<file path="src/hw/rtl/ray_axis_rect_intersect_core_macros.svh">
// assertion macros for the ray/rectangle intersection core
// used by the top level only
`ifndef RAY_AXIS_RECT_INTERSECT_CORE_MACROS_SVH
`define RAY_AXIS_RECT_INTERSECT_CORE_MACROS_SVH
// implication checked at every edge outside reset
`define RARI_ASSERT_IMP(lbl, ante, cons) \
  lbl: assert property (@(posedge clk) disable iff (!rst_n) (ante) |-> (cons)) \
    else $error("assertion failed");
// implication whose consequent is checked in the cycle after the antecedent
`define RARI_ASSERT_NXT(lbl, ante, cons) \
  lbl: assert property (@(posedge clk) disable iff (!rst_n) (ante) |=> (cons)) \
    else $error("assertion failed");
`endif

</file>
<file path="src/hw/rtl/rari_pkg.sv">
// types and constants for the ray/rectangle intersection core
// no dependencies
`timescale 1ns / 1ps
package rari_pkg;
  typedef struct packed {
    logic signed [31:0] origin_x;
    logic signed [31:0] origin_y;
    logic signed [31:0] origin_z;
    logic signed [31:0] dir_x;
    logic signed [31:0] dir_y;
    logic signed [31:0] dir_z;
    logic signed [31:0] t_lower;
    logic signed [31:0] t_upper;
  } in_word_t;

  typedef struct packed {
    logic              hit;
    logic signed [31:0] hit_t;
    logic signed [31:0] point_x;
    logic signed [31:0] point_y;
    logic signed [31:0] point_z;
    logic              normal_negative;
    logic [7:0]        hit_material;
  } out_word_t;

  localparam logic [1:0] AXIS_XY = 2'd0;
  localparam logic [1:0] AXIS_XZ = 2'd1;
  localparam logic [1:0] AXIS_YZ = 2'd2;

  localparam logic [2:0] REG_AXIS = 3'd0;
  localparam logic [2:0] REG_OFFSET = 3'd1;
  localparam logic [2:0] REG_AMIN = 3'd2;
  localparam logic [2:0] REG_AMAX = 3'd3;
  localparam logic [2:0] REG_BMIN = 3'd4;
  localparam logic [2:0] REG_BMAX = 3'd5;
  localparam logic [2:0] REG_FLIP = 3'd6;
  localparam logic [2:0] REG_MAT = 3'd7;

  // classified ray handed from front to back
  typedef struct packed {
    logic              valid;
    logic              ok;
    logic signed [31:0] org_a;
    logic signed [31:0] org_b;
    logic signed [31:0] dir_a;
    logic signed [31:0] dir_b;
    logic signed [31:0] t_lower;
    logic signed [31:0] t_upper;
    logic [1:0]        axis;
    logic signed [31:0] org_n;
    logic signed [31:0] dir_n;
  } cls_t;
endpackage

</file>
<file path="src/hw/rtl/rari_front.sv">
// front: picks axes, checks direction, forms the division operands
// depends on rari_pkg
`timescale 1ns / 1ps
module rari_front #(
  parameter int FRAC_BITS = 16
) (
  input  logic              clk,
  input  logic              rst_n,
  input  logic              in_valid,
  input  rari_pkg::in_word_t in_word,
  input  logic [1:0]        axis,
  input  logic signed [31:0] offset,
  output rari_pkg::cls_t    cls,
  output logic [32+FRAC_BITS:0] num_mag,
  output logic [31:0]       den_mag,
  output logic              q_neg
);
  import rari_pkg::*;
  localparam int NW = 33 + FRAC_BITS;

  cls_t c_nxt, c_r;
  logic signed [32:0] diff;
  logic signed [31:0] dn;
  logic signed [NW:0] numw;
  logic [NW-1:0] nm_nxt, nm_r;
  logic [31:0] dm_nxt, dm_r;
  logic qn_nxt, qn_r;

  always_comb begin
    c_nxt = '0;
    c_nxt.valid = in_valid;
    c_nxt.axis = axis;
    c_nxt.t_lower = in_word.t_lower;
    c_nxt.t_upper = in_word.t_upper;
    dn = in_word.dir_z;
    c_nxt.ok = 1'b1;
    unique case (axis)
      AXIS_XY: begin
        dn = in_word.dir_z; c_nxt.org_n = in_word.origin_z;
        c_nxt.org_a = in_word.origin_x; c_nxt.dir_a = in_word.dir_x;
        c_nxt.org_b = in_word.origin_y; c_nxt.dir_b = in_word.dir_y;
      end
      AXIS_XZ: begin
        dn = in_word.dir_y; c_nxt.org_n = in_word.origin_y;
        c_nxt.org_a = in_word.origin_x; c_nxt.dir_a = in_word.dir_x;
        c_nxt.org_b = in_word.origin_z; c_nxt.dir_b = in_word.dir_z;
      end
      AXIS_YZ: begin
        dn = in_word.dir_x; c_nxt.org_n = in_word.origin_x;
        c_nxt.org_a = in_word.origin_y; c_nxt.dir_a = in_word.dir_y;
        c_nxt.org_b = in_word.origin_z; c_nxt.dir_b = in_word.dir_z;
      end
      default: c_nxt.ok = 1'b0;
    endcase
    c_nxt.dir_n = dn;
    if (dn == '0) c_nxt.ok = 1'b0;
    diff = 33'(offset) - 33'(c_nxt.org_n);
    numw = (NW+1)'(diff) <<< FRAC_BITS;
    nm_nxt = diff[32] ? NW'(-numw) : NW'(numw);
    dm_nxt = dn[31] ? 32'(-dn) : 32'(dn);
    qn_nxt = diff[32] ^ dn[31];
  end

  always_ff @(posedge clk) begin
    if (!rst_n) begin
      c_r.valid <= 1'b0;
    end else begin
      c_r.valid <= c_nxt.valid;
    end
    c_r.ok <= c_nxt.ok;
    c_r.org_a <= c_nxt.org_a;
    c_r.org_b <= c_nxt.org_b;
    c_r.dir_a <= c_nxt.dir_a;
    c_r.dir_b <= c_nxt.dir_b;
    c_r.t_lower <= c_nxt.t_lower;
    c_r.t_upper <= c_nxt.t_upper;
    c_r.axis <= c_nxt.axis;
    c_r.org_n <= c_nxt.org_n;
    c_r.dir_n <= c_nxt.dir_n;
    nm_r <= nm_nxt;
    dm_r <= dm_nxt;
    qn_r <= qn_nxt;
  end

  assign cls = c_r;
  assign num_mag = nm_r;
  assign den_mag = dm_r;
  assign q_neg = qn_r;
endmodule

</file>
<file path="config.mk">
export PLATFORM = sky130hd
export DESIGN_NAME = rari_front
export DESIGN_NICKNAME = d
export VERILOG_FILES = /design/src/hw/rtl/ray_axis_rect_intersect_core_macros.svh /design/src/hw/rtl/rari_pkg.sv /design/src/hw/rtl/rari_front.sv
export SDC_FILE = /design/constraint.sdc
export NUM_CORES = 1
export LEC_CHECK = 0
export BUFFER_PORTS_ARGS = -buffer_cell sky130_fd_sc_hd__buf_4
export CORE_AREA = 2 2 248 250
export DETAILED_ROUTE_END_ITERATION = 12
export DIE_AREA = 0 0 250 252
export PLACE_DENSITY_LB_ADDON = 0.25
export SLEW_MARGIN = 30
export SYNTH_ARGS = -nofsm -noshare
export SYNTH_HDL_FRONTEND = slang
export SYNTH_SLANG_ARGS = --single-unit
</file>
<file path="constraint.sdc">
create_clock -name clk -period 14.1 [get_ports clk]
set_input_delay 1.41 -clock clk [delete_from_list [all_inputs] [get_ports clk]]
set_output_delay 1.41 -clock clk [all_outputs]
set_load 0.1 [all_outputs]
</file>
# Yosys cells after proc, flatten, opt, wreduce, memory -nomap -nowiden
# Cells that the tools add are included.
# totals
ff_bits	342
out_inout_bits	342
wordCells	31
# op_classes
mux	6
reduce_logical	3
addsub	3
eq_ne	2
n_bitwise	1
# op_table
cell	n
128-bit one-hot mux with 3 select lines	1
32-bit one-hot mux with 3 select lines	1
32-bit one-hot mux with 2 select lines	1
49-bit negation	1
48-bit 2-to-1 mux	1
32-bit by 32-bit subtractor with 33-bit output	1
32-bit logical NOT	1
32-bit negation	1
31-bit 2-to-1 mux	1
3-bit OR reduction	1
2-bit by 1-bit equality test with 1-bit output (second input constant)	1
2-bit equality test (second input constant)	1
2-bit logical NOT	1
1-bit 2-to-1 mux	1
1-bit bitwise XOR	1

# Longest topological paths before layout
# Gate-level depths: netlist (run 1).
# depth
word_depth	5
mapped_depth	21

# Worst setup path after synthesis (run 1)
# OpenSTA, ideal clock, no wires.
# synth_path
kind	input to register
startpoint	in axis[0]
endpoint	reg nm_r[48] (netlist: num_mag[48])
setup_ns	0.092
path_slack_ns	7.981
stages	20
arrival_time_ns	6.027
cell_sequence	inv_1 -> ha_1 -> buf_6 -> clkbuf_1 -> clkbuf_1 -> clkbuf_1 -> buf_1 -> nand2_1 -> a31o_2 -> ha_1 -> buf_2 -> a21o_1 -> a31oi_1 -> nand2_1 -> a31o_2 -> or3_1 -> a2111oi_2 -> nand2_1 -> or4_1 -> nor4_1
# synth_between
elab_chain_len	4
elab_cells_between_ends	6
cone_classes	2 x add/sub; 2 x eq/ne; 1 x mux; 1 x reduce/logical
# synth_rtl
item	line	source
start, declared	rari_front.sv:11	input logic [1:0] axis,
2-bit equality test, or another cell as far along	rari_front.sv:37	unique case (axis)
32-bit one-hot mux with 3 select lines *	rari_front.sv:37	
32-bit by 32-bit subtractor with 33-bit output *	rari_front.sv:57	diff = 33'(offset) - 33'(c_nxt.org_n);
49-bit negation	rari_front.sv:59	nm_nxt = diff[32] ? NW'(-numw) : NW'(numw);
end signal, assigned	rari_front.sv:80	nm_r <= nm_nxt;
end, declared	rari_front.sv:25	logic [NW-1:0] nm_nxt, nm_r;
# Mark *: on every way between the ends. The rest lies on a longest branch, timed or not.
# A chain may end at the register's enable or synchronous reset.

# Worst setup path after layout (run 1)
# Same ends and word-level chain as after synthesis.

==> results of run 1 <==
worst min path at each step:
| stage | to | slack, ns | cells past startpoint |
|---|---|---|---|
| after floorplan | cls[100]$_DFF_P_ | 1.44 | 0 |
| after global placement | cls[120]$_DFF_P_ | 1.51 | 1 |
| after detailed placement | cls[104]$_DFF_P_ | 1.52 | 1 |
| after CTS | cls[68]$_DFF_P_ | 0.92 | 1 |
| after global routing | cls[68]$_DFF_P_ | 0.93 | 1 |
| final | cls[68]$_DFF_P_ | 0.96 | 1 |
worst max-delay path, cell delays in order:
cell	delay, ns
buf_4	0.14
inv_1	0.16
ha_4	0.39
buf_4	0.80
nand2_1	0.10
a31o_2	0.29
ha_1	0.51
nand2_1	0.18
nor4_1	0.43
nor4b_1	0.33
a31o_2	0.23
o21ai_0	0.13
a2111oi_2	0.65
nand2_1	0.26
or4_1	0.47
nor4_1	0.22
area by class of cell:
| type | instances | area, um^2 | area share (%) |
|---|---|---|---|
| Antenna cell | 5 | 12.5 | 0.0625 |
| Clock inverter | 16 | 185 | 0.924 |
| Multi-Input combinational cell | 1003 | 6300 | 31.4 |
| Timing Repair Buffer | 629 | 4730 | 23.6 |
| Clock buffer | 54 | 1100 | 5.51 |
| Inverter | 57 | 214 | 1.07 |
| Sequential cell | 325 | 6510 | 32.5 |
| Tap cell | 782 | 978 | 4.88 |
power breakdown:
group	switching (mW)	leakage, nW	internal [mW]
Clock	0.415	0.631	0.606
Sequential	0.0514	2.72	1.05
Combinational	1.33	5.75	0.362
Total	1.79	9.10	2.02
flip-flops by register name (all words and copies together), names as in the netlist:
register	flops
cls	260
den_mag	31
q_neg	1
num_mag	33
cell usage in the layout, fill, tap and decap left out, types with 4 or more instances in the layout:
cell / netlist / routed
clkinv_2: 0 / 7
diode_2: 0 / 5
a21o_1: 10 / 10
nor3_1: 12 / 12
nand2_1: 153 / 153
conb_1: 1 / 16
or3_1: 8 / 8
clkbuf_16: 0 / 40
clkbuf_8: 0 / 5
a31oi_1: 13 / 13
a31o_2: 33 / 33
a21oi_1: 68 / 67
nor4_1: 4 / 4
xor2_1: 19 / 19
xnor2_1: 56 / 56
a211oi_1: 11 / 11
a22oi_1: 160 / 160
nand4_1: 14 / 14
o21ai_0: 46 / 45
o41ai_1: 7 / 7
o21a_1: 5 / 5
inv_1: 56 / 56
nor2_1: 198 / 198
dfxtp_1: 325 / 325
o31ai_1: 9 / 9
o211ai_1: 4 / 4
ha_4: 0 / 4
ha_1: 38 / 34
and3_1: 5 / 5
and2_1: 6 / 6
clkbuf_1: 70 / 9
buf_4: 18 / 628
nand3_1: 17 / 17
or4_4: 4 / 4
nor2b_1: 5 / 5
per-layer routing:
metal / up-vias / GRT usage (%) / routed length, um / share of wire (%)
met2: 624 / 35.3 / 32900 / 52
li1: 6370 / - / - / -
met4: 6 / 5.46 / 1400 / 2.2
met3: 87 / 4.98 / 4810 / 7.6
met1: 6421 / 21.5 / 24200 / 38
met5: - / 0 / 41 / 0.065
stage by stage:
stage,util (%),instance area [um^2],hold slack (ns),cells
floorplan,-,13500,1.44,1495
global placement,31.1,18700,1.51,2795
detailed placement,31.1,18700,1.52,2796
CTS,33.3,20000,0.921,2866
global route,33.3,20000,0.925,2870
finish,33.3,20000,0.960,2871
cells by family after synthesis:
family | synth area share, %
fa+ha+maj | 3.70
other cells | 0.0280
mux | 0.318
flops | 48.6
xor+xnor | 4.90
simple gates | 14.9
buf+inv | 5.33
compound gates | 22.3
==> out/metrics.cfg, run 1 <==
[layout]
syn_to_final_growth_pct = 49.5
num-fill-cells = 6311
drive_above_1_share_pct = 36.1
fin_nets = 2387

[synthesis]
ys.flop_type = dfxtp_1
yosys-top-cells-area = dfxtp_1 49%, a22oi_1 9.0%, nor2_1 5.5%
syn_area_per_cell_um2 = 9.05
synthCells = 1480
ys_ff_latch = 325
yosysMostFrequentCell = dfxtp_1
synth_top_area_share_pct = 48.6
yosysWarnings = 0
synth_top_area_cell = dfxtp_1
synth_common_cells = 325 x dfxtp_1, 198 x nor2_1, 160 x a22oi_1
async_flop_share_pct = 0
synthesis.area_um2 = 13400
synth_edf_count = 0
yosysSeqAreaShare_pct = 48.6
ys_types = 83

[grt]
grt_util_all_layers_pct = 19.1
grt_pass1_vias = 13400
grt_max_degree = 71
grt_pass1_wl_um = 90000
antenna_found_initial = 11
grt.overflow.total = 0

[timing]
final.setup.tns_ns = 0
slew_headroom_pct = 35.1
drv_slew = 0
max_freq_mhz = 157
timing.final.ws_setup_ns = 7.75
hold_viol = 0
min_period_over_period_pct = 45.0
rsz0062_at_grt = no
worstMarginPinSlew_ns = 0.974
setup_violations = 0
fin_crit_ns = 6.35

[clock_network]
root_buffer = clkbuf_16
cts_buffers = 39
cts_resized = 0
cts.clk_slew.worst_paths_ns = 0.06
cts_max_level = 2
cts_tree = done
cts_hold_buf = 0
numClockSinks = 325
cts.path.max_buffers = 3
cts_setup_buffers = 0

[die]
fp.dieW_um = 250
rows = 90
dieArea_um2 = 63000
initial_core_util_pct = 22.3
ioPinCount = 635
coreArea_um2 = 60100
dieHeight_um = 252

[detailed_routing]
wl_um = 63400
drt-initial-drc-count = 1000
vias = 13500
ant_nets = 0
drt_first_pass_iters = 5
wire_per_inst_um = 22.1
via_per_inst = 4.70
route.detailed.drc = 0

[setup_path]
endpoint_kind = flop
startpoint = axis[0]
worstPathMaxFanout = 70
start_kind = input pin
cp.required_ns = 14.55
worstSetupPathType = in -> reg
arrival_ns = 6.80
worst_setup_path_endpoint = num_mag[48]$_SDFF_PP0_

[placement]
gp_congestion = 0.911
io_buffer_count = 618
place_ws_ns = 7.25
hpwlAfterDp_um = 49600

[pwr]
power_density_nw_per_um2 = 190
peakVddDrop_v = 0.000184
p_leak_nw = 9.10
power_mw = 3.81

[outcome]
status = completed

[run]
drv_cap = 0

[worst_hold_path]
min_path_type = in -> reg
min_from = in_word[2]

Note: power is estimated with default switching activity, not from simulation.
==> run 2, diff against run 1 <==
clock period = 5.9 ns   (was 14.1 ns; I/O delays follow)
==> run 2 against run 1 <==
Total power grew 140%. Count of clock-buffer cells in the layout down 2. Global-route usage is 0.053 points lower. Worst setup slack got worse by 6.8 ns. Sequential share of layout area is 0.26 points lower. Cell count up 0.28%. Routed wire length fell by 0.19%. Utilization increased by 0.27 points. Via count is 0.15% higher. Clock power rose to 2.5 times the previous value. Sequential power up 140%. Critical path type unchanged. Largest cell class unchanged.
==> out/metrics.cfg, run 2 (same netlist as run 1, synthesis figures left out) <==
[outcome]
status = completed

[clock_network]
cts.clk_slew.worst_paths_ns = 0.06  ; about the same
cts_tree = done
cts_setup_buffers = 0  ; unchanged
numClockSinks = 325  ; unchanged
cts_hold_buf = 0  ; unchanged
cts.path.max_buffers = 3  ; unchanged
cts_max_level = 2  ; unchanged
cts_resized = 0  ; unchanged
cts_buffers = 39  ; unchanged
root_buffer = clkbuf_16

[grt]
grt_pass1_vias = 13400  ; +0.24%
grt_max_degree = 57  ; -20%
grt.overflow.total = 0  ; unchanged
grt_util_all_layers_pct = 19.1  ; -0.053 points
antenna_found_initial = 5  ; -6
grt_pass1_wl_um = 90100  ; +0.14%

[die]
dieArea_um2 = 63000  ; unchanged
ioPinCount = 635  ; unchanged
initial_core_util_pct = 22.3  ; unchanged
rows = 90  ; unchanged
dieHeight_um = 252  ; unchanged
fp.dieW_um = 250  ; unchanged
coreArea_um2 = 60100  ; unchanged

[layout]
mostFrequentLayoutCell = buf_4
largest_reg_flops = 260  ; unchanged
drive_above_1_share_pct = 36.6  ; +0.56 points
fin_nets = 2397  ; +0.42%
final_cell_mix = 637 x buf_4, 325 x dfxtp_1, 198 x nor2_1
syn_to_final_growth_pct = 50.8
fin_area_um2 = 20200  ; +0.81%

[detailed_routing]
wl_um = 63300  ; -0.19%
vias = 13500  ; +0.15%
route.detailed.drc = 0  ; unchanged
via_per_inst = 4.70  ; -0.13%
ant_nets = 0  ; unchanged
drt_first_pass_iters = 5  ; unchanged
drt-initial-drc-count = 820  ; -18%
wire_per_inst_um = 22.0  ; -0.46%

[timing]
drv_slew = 0  ; unchanged
timing.final.ws_setup_ns = 0.998  ; -6.75 ns
slew_headroom_pct = 40.7  ; +5.6 points
final.setup.tns_ns = 0  ; unchanged
min_period_over_period_pct = 83.1
setup_violations = 0  ; unchanged
fin_crit_ns = 4.90
hold_viol = 0  ; unchanged
rsz0062_at_grt = no
max_freq_mhz = 204
worstMarginPinSlew_ns = 0.890  ; -0.0839 ns

[worst_hold_path]
min_path_type = in -> reg
min_from = in_word[10]

[pwr]
power_mw = 9.23  ; +140%
p_leak_nw = 9.19  ; +0.98%
power_density_nw_per_um2 = 457  ; +140%
peakVddDrop_v = 0.000368  ; +100%

[setup_path]
worstSetupPathType = in -> reg
cp.required_ns = 6.29  ; -8.26 ns
endpoint_kind = flop
worstPathMaxFanout = 34  ; -51%
start_kind = input pin
startpoint = axis[0]
arrival_ns = 5.29  ; -1.51 ns

[run]
drv_cap = 0  ; unchanged

[placement]
io_buffer_count = 618  ; unchanged
place_area_um2 = 18800  ; +0.47%
gp_congestion = 0.893  ; -2.0%
place_ws_ns = 0.516  ; -6.74 ns
hpwlAfterDp_um = 49600  ; about the same

[run 2: layout make-up]
cell class	instances	area (um^2)
antenna	1	2.50
clock buffer	52	1120
clock inverter	20	258
fill	6306	39900
inverter	57	214
multi-input combinational	1003	6300
sequential	325	6510
tap	782	978
timing repair buffer	639	4820
[run 2: worst paths after layout]
kind                             endpoint  slack (ns)  depth (start not counted)
worst max-delay path  num_mag[38]$_DFF_P_         1.0                         16
worst min-delay path      cls[76]$_DFF_P_        0.14                          1
[run 2: through the flow]
step                hold WS, ns  utilization, %  std cells
floorplan                 0.618               -       1495
global placement          0.694            31.3       2806
detailed placement        0.695            31.3       2806
CTS                       0.102            33.6       2878
global route              0.105            33.6       2879
finish                    0.140            33.6       2879
[run 2: power breakdown]
part           internal (mW)  leakage (nW)  switching, mW  total (mW)
Sequential              2.51          2.72          0.111        2.62
Combinational          0.872          5.80           3.18        4.05
Clock                   1.56         0.668           1.01        2.57
[run 2: per-layer routing]
metal / global-route usage, % / up-vias / share of wire [%]
li1: - / 6390 / -
met1: 22.9 / 6506 / 41
met2: 34.8 / 566 / 51
met3: 3.73 / 64 / 6.2
met4: 4.72 / 2 / 1.8
met5: 0 / - / 0.021
[run 2: critical path, stage by stage]
cell	delay, ns
buf_4	0.14
inv_1	0.15
ha_4	0.44
buf_4	0.28
nand2_1	0.07
a31o_2	0.25
ha_1	0.39
a21oi_1	0.44
o21ai_0	0.26
a311oi_1	0.53
nand3_1	0.24
a21o_1	0.23
o21ai_0	0.34
a21o_1	0.51
o21ai_0	0.22
xnor2_1	0.19
==> run 3, diff against run 2 <==
ABC_AREA = 1   (was unset)
CORE_AREA = unset   (was 2 2 248 250)
CORE_ASPECT_RATIO = 0.6   (was unset)
CORE_MARGIN = 2   (was unset)
CORE_UTILIZATION = 30   (was unset)
DIE_AREA = unset   (was 0 0 250 252)
clock period = 4.9 ns   (was 5.9 ns; I/O delays follow)
==> run 3 against run 2 <==
Sequential cell count did not move. Critical path depth grew 10. Sequential power increased by 19%. Routed wire length rose by 9.5%. Worst hold slack got worse by 0.086 ns. Area after synthesis grew 15%. Count of clock-buffer cells in the layout is 4 lower. Via count up 22%. Total power increased by 17%. Critical endpoint is now num_mag[42]$_DFF_P_. Highest routed layer is now met4.
==> out/metrics.cfg, run 3 <==
[grt]
grt.overflow.total = 0  ; unchanged
grt_max_degree = 46  ; -19%
grt_pass1_vias = 15200  ; +13%
grt_util_all_layers_pct = 24.6  ; +5.5 points
antenna_found_initial = 1  ; -4
grt_pass1_wl_um = 97000  ; +7.7%

[pwr]
p_clk_share_pct = 25.0  ; -2.8 points
switching_share_pct = 48.6  ; +2.1 points
p_leak_nw = 12.4  ; +35%
combPwrFrac_pct = 46.2  ; +2.3 points
p_sw_mw = 5.26  ; +22%
peakVddDrop_v = 0.000374  ; +1.6%
p_int_mw = 5.56  ; +13%
power_density_nw_per_um2 = 493  ; +7.8%
p_seq_share_pct = 28.8  ; +0.5 points

[setup_path]
slowest_stage = o221ai_1
worstPathMaxFanout = 38  ; +12%
cpPeakStageDelay_ns = 0.48  ; -0.05 ns
cp.required_ns = 5.33  ; -0.96 ns
arrival_ns = 4.53  ; -0.76 ns
worstSetupPathType = in -> reg
endpoint_kind = flop
path_common_cell = nand2_1
start_kind = input pin

[detailed_routing]
wl_um = 69300  ; +9.5%
wire_per_inst_um = 19.7  ; -10%
via_per_inst = 4.69  ; -0.17%
drt_first_pass_iters = 6  ; +1
ant_nets = 0  ; unchanged
vias = 16500  ; +22%
drt-initial-drc-count = 1414  ; +72%
route.detailed.drc = 0  ; unchanged

[synthesis]
synth_top_area_cell = dfxtp_1
synth_common_cells = 591 x nand2_1, 485 x inv_1, 325 x dfxtp_1
yosys-top-cells-area = dfxtp_1 42%, nand2_1 14%, inv_1 12%
ys_types = 41  ; -51%
ys_ff_latch = 325  ; unchanged
syn_area_per_cell_um2 = 7.03  ; -22%
synthCells = 2187  ; +48%
yosysSeqAreaShare_pct = 42.3  ; -6.3 points
yosysMostFrequentCell = nand2_1
synthesis.area_um2 = 15400  ; +15%
synth_top_area_share_pct = 42.3  ; -6.3 points
async_flop_share_pct = 0  ; unchanged
synth_edf_count = 0  ; unchanged
yosysWarnings = 0  ; unchanged
ys.flop_type = dfxtp_1

[clock_network]
cts_hold_buf = 0  ; unchanged
cts_buffers = 35  ; -10%
cts.path.max_buffers = 3  ; unchanged
cts_setup_buffers = 0  ; unchanged
cts.clk_slew.worst_paths_ns = 0.06  ; about the same
cts_max_level = 2  ; unchanged
numClockSinks = 325  ; unchanged
root_buffer = clkbuf_16
cts_resized = 0  ; unchanged
cts_tree = done

[die]
dieArea_um2 = 53200  ; -16%
initial_core_util_pct = 30.3  ; +8.0 points
coreArea_um2 = 50800  ; -16%
fp.dieW_um = 296  ; +19%
dieHeight_um = 179  ; -29%
rows = 64  ; -29%
ioPinCount = 635  ; unchanged

[layout]
utilization_pct = 43.2  ; +9.6 points
mostFrequentLayoutCell = buf_4
fin_nets = 3128  ; +30%
largest_reg_flops = 260  ; unchanged
num-fill-cells = 5339  ; -15%
drive_above_1_share_pct = 28.0  ; -8.6 points
syn_to_final_growth_pct = 42.7
fin_area_um2 = 21900  ; +8.7%
final_cell_mix = 650 x buf_4, 591 x nand2_1, 483 x inv_1

[timing]
fin_crit_ns = 4.10
final.setup.tns_ns = 0  ; unchanged
rsz0062_at_grt = no
worstMarginPinSlew_ns = 0.946  ; +0.0558 ns
drv_slew = 0  ; unchanged
hold_viol = 0  ; unchanged
setup_violations = 0  ; unchanged
max_freq_mhz = 244
slew_headroom_pct = 36.3  ; -4.4 points
min_period_over_period_pct = 83.7

[worst_hold_path]
hold_depth = 1  ; unchanged
min_path_type = in -> reg

[placement]
hpwlAfterDp_um = 56500  ; +14%
place_area_um2 = 20800  ; +11%
io_buffer_count = 618  ; unchanged
gp_congestion = 0.985  ; +10%

[run]
drv_cap = 0  ; unchanged

[outcome]
status = completed

-- run 3: cell count changes after synthesis, moves of 74 or more --
cell / before / now
inv_1: 56 / 485
o22ai_1: 1 / 75
nor2_1: 198 / 80
o21ai_0: 46 / 152
nand2_1: 153 / 591
a22oi_1: 160 / 0
-- run 3: final cells by class --
| type | instances | area [um^2] | area share [%] |
|---|---|---|---|
| clock buffer | 48 | 975 | 4.44 |
| antenna | 1 | 2.50 | 0.0114 |
| sequential | 325 | 6510 | 29.7 |
| multi-input combinational | 1279 | 6580 | 30.0 |
| inverter | 502 | 1890 | 8.63 |
| timing repair buffer | 653 | 4940 | 22.5 |
| clock inverter | 14 | 176 | 0.804 |
| tap | 693 | 867 | 3.95 |
-- run 3: stage by stage --
stage	power [mW]	setup WS [ns]	instances	hold WS [ns]
after floorplan	6.87	1.34	2202	0.518
after global placement	8.15	0.322	3452	0.594
after detailed placement	8.14	0.431	3452	0.596
after CTS	10.9	0.963	3514	0.0175
after global routing	11.2	0.544	3515	0.0194
final	10.8	0.799	3515	0.0539
-- run 3: metal layers --
| layer | vias up | track usage (%) | share of wire [%] |
|---|---|---|---|
| met5 | - | 0 | 0 |
| met4 | 0 | 5.83 | 2.2 |
| met3 | 83 | 5.80 | 8.7 |
| met2 | 746 | 36.8 | 43 |
| met1 | 7729 | 35.5 | 46 |
| li1 | 7930 | - | - |
-- run 3: cells by family (layout without fill, tap and decap cells) --
group | after synthesis | count (layout) | synth area share [%]
XOR/XNOR | 48 | 48 | 2.73
adder cells (fa/ha/maj) | 39 | 39 | 3.22
AO/OA/AOI/OAI | 349 | 349 | 13.5
buffers and inverters | 598 | 1217 | 15.5
AND/OR/NAND/NOR | 827 | 827 | 22.7
other | 1 | 17 | 0.0244
flip-flops | 325 | 325 | 42.3
-- run 3: power by group through the flow --
stage | Combinational [mW] | Clock [mW] | Sequential [mW]
finish | 4.99 | 2.71 | 3.11
floorplan | 1.13 | 0 | 5.74
detailed placement | 4.97 | 0 | 3.17
CTS | 4.98 | 2.79 | 3.12
global route | 5.20 | 2.89 | 3.14
global placement | 4.98 | 0 | 3.17
-- run 3: final timing paths --
kind | from | end | slack, ns
min | in_word[7] | cls[73]$_DFF_P_ | 0.05
max | axis[0] | num_mag[42]$_DFF_P_ | 0.80
-- run 3: worst max-delay path: cells and delay by family --
| family | cells | cell delay (ns) |
|---|---|---|
| AO/OA/AOI/OAI | 1 | 0.48 |
| buffers and inverters | 7 | 0.81 |
| AND/OR/NAND/NOR | 16 | 2.26 |
| adder cells (fa/ha/maj) | 2 | 0.45 |
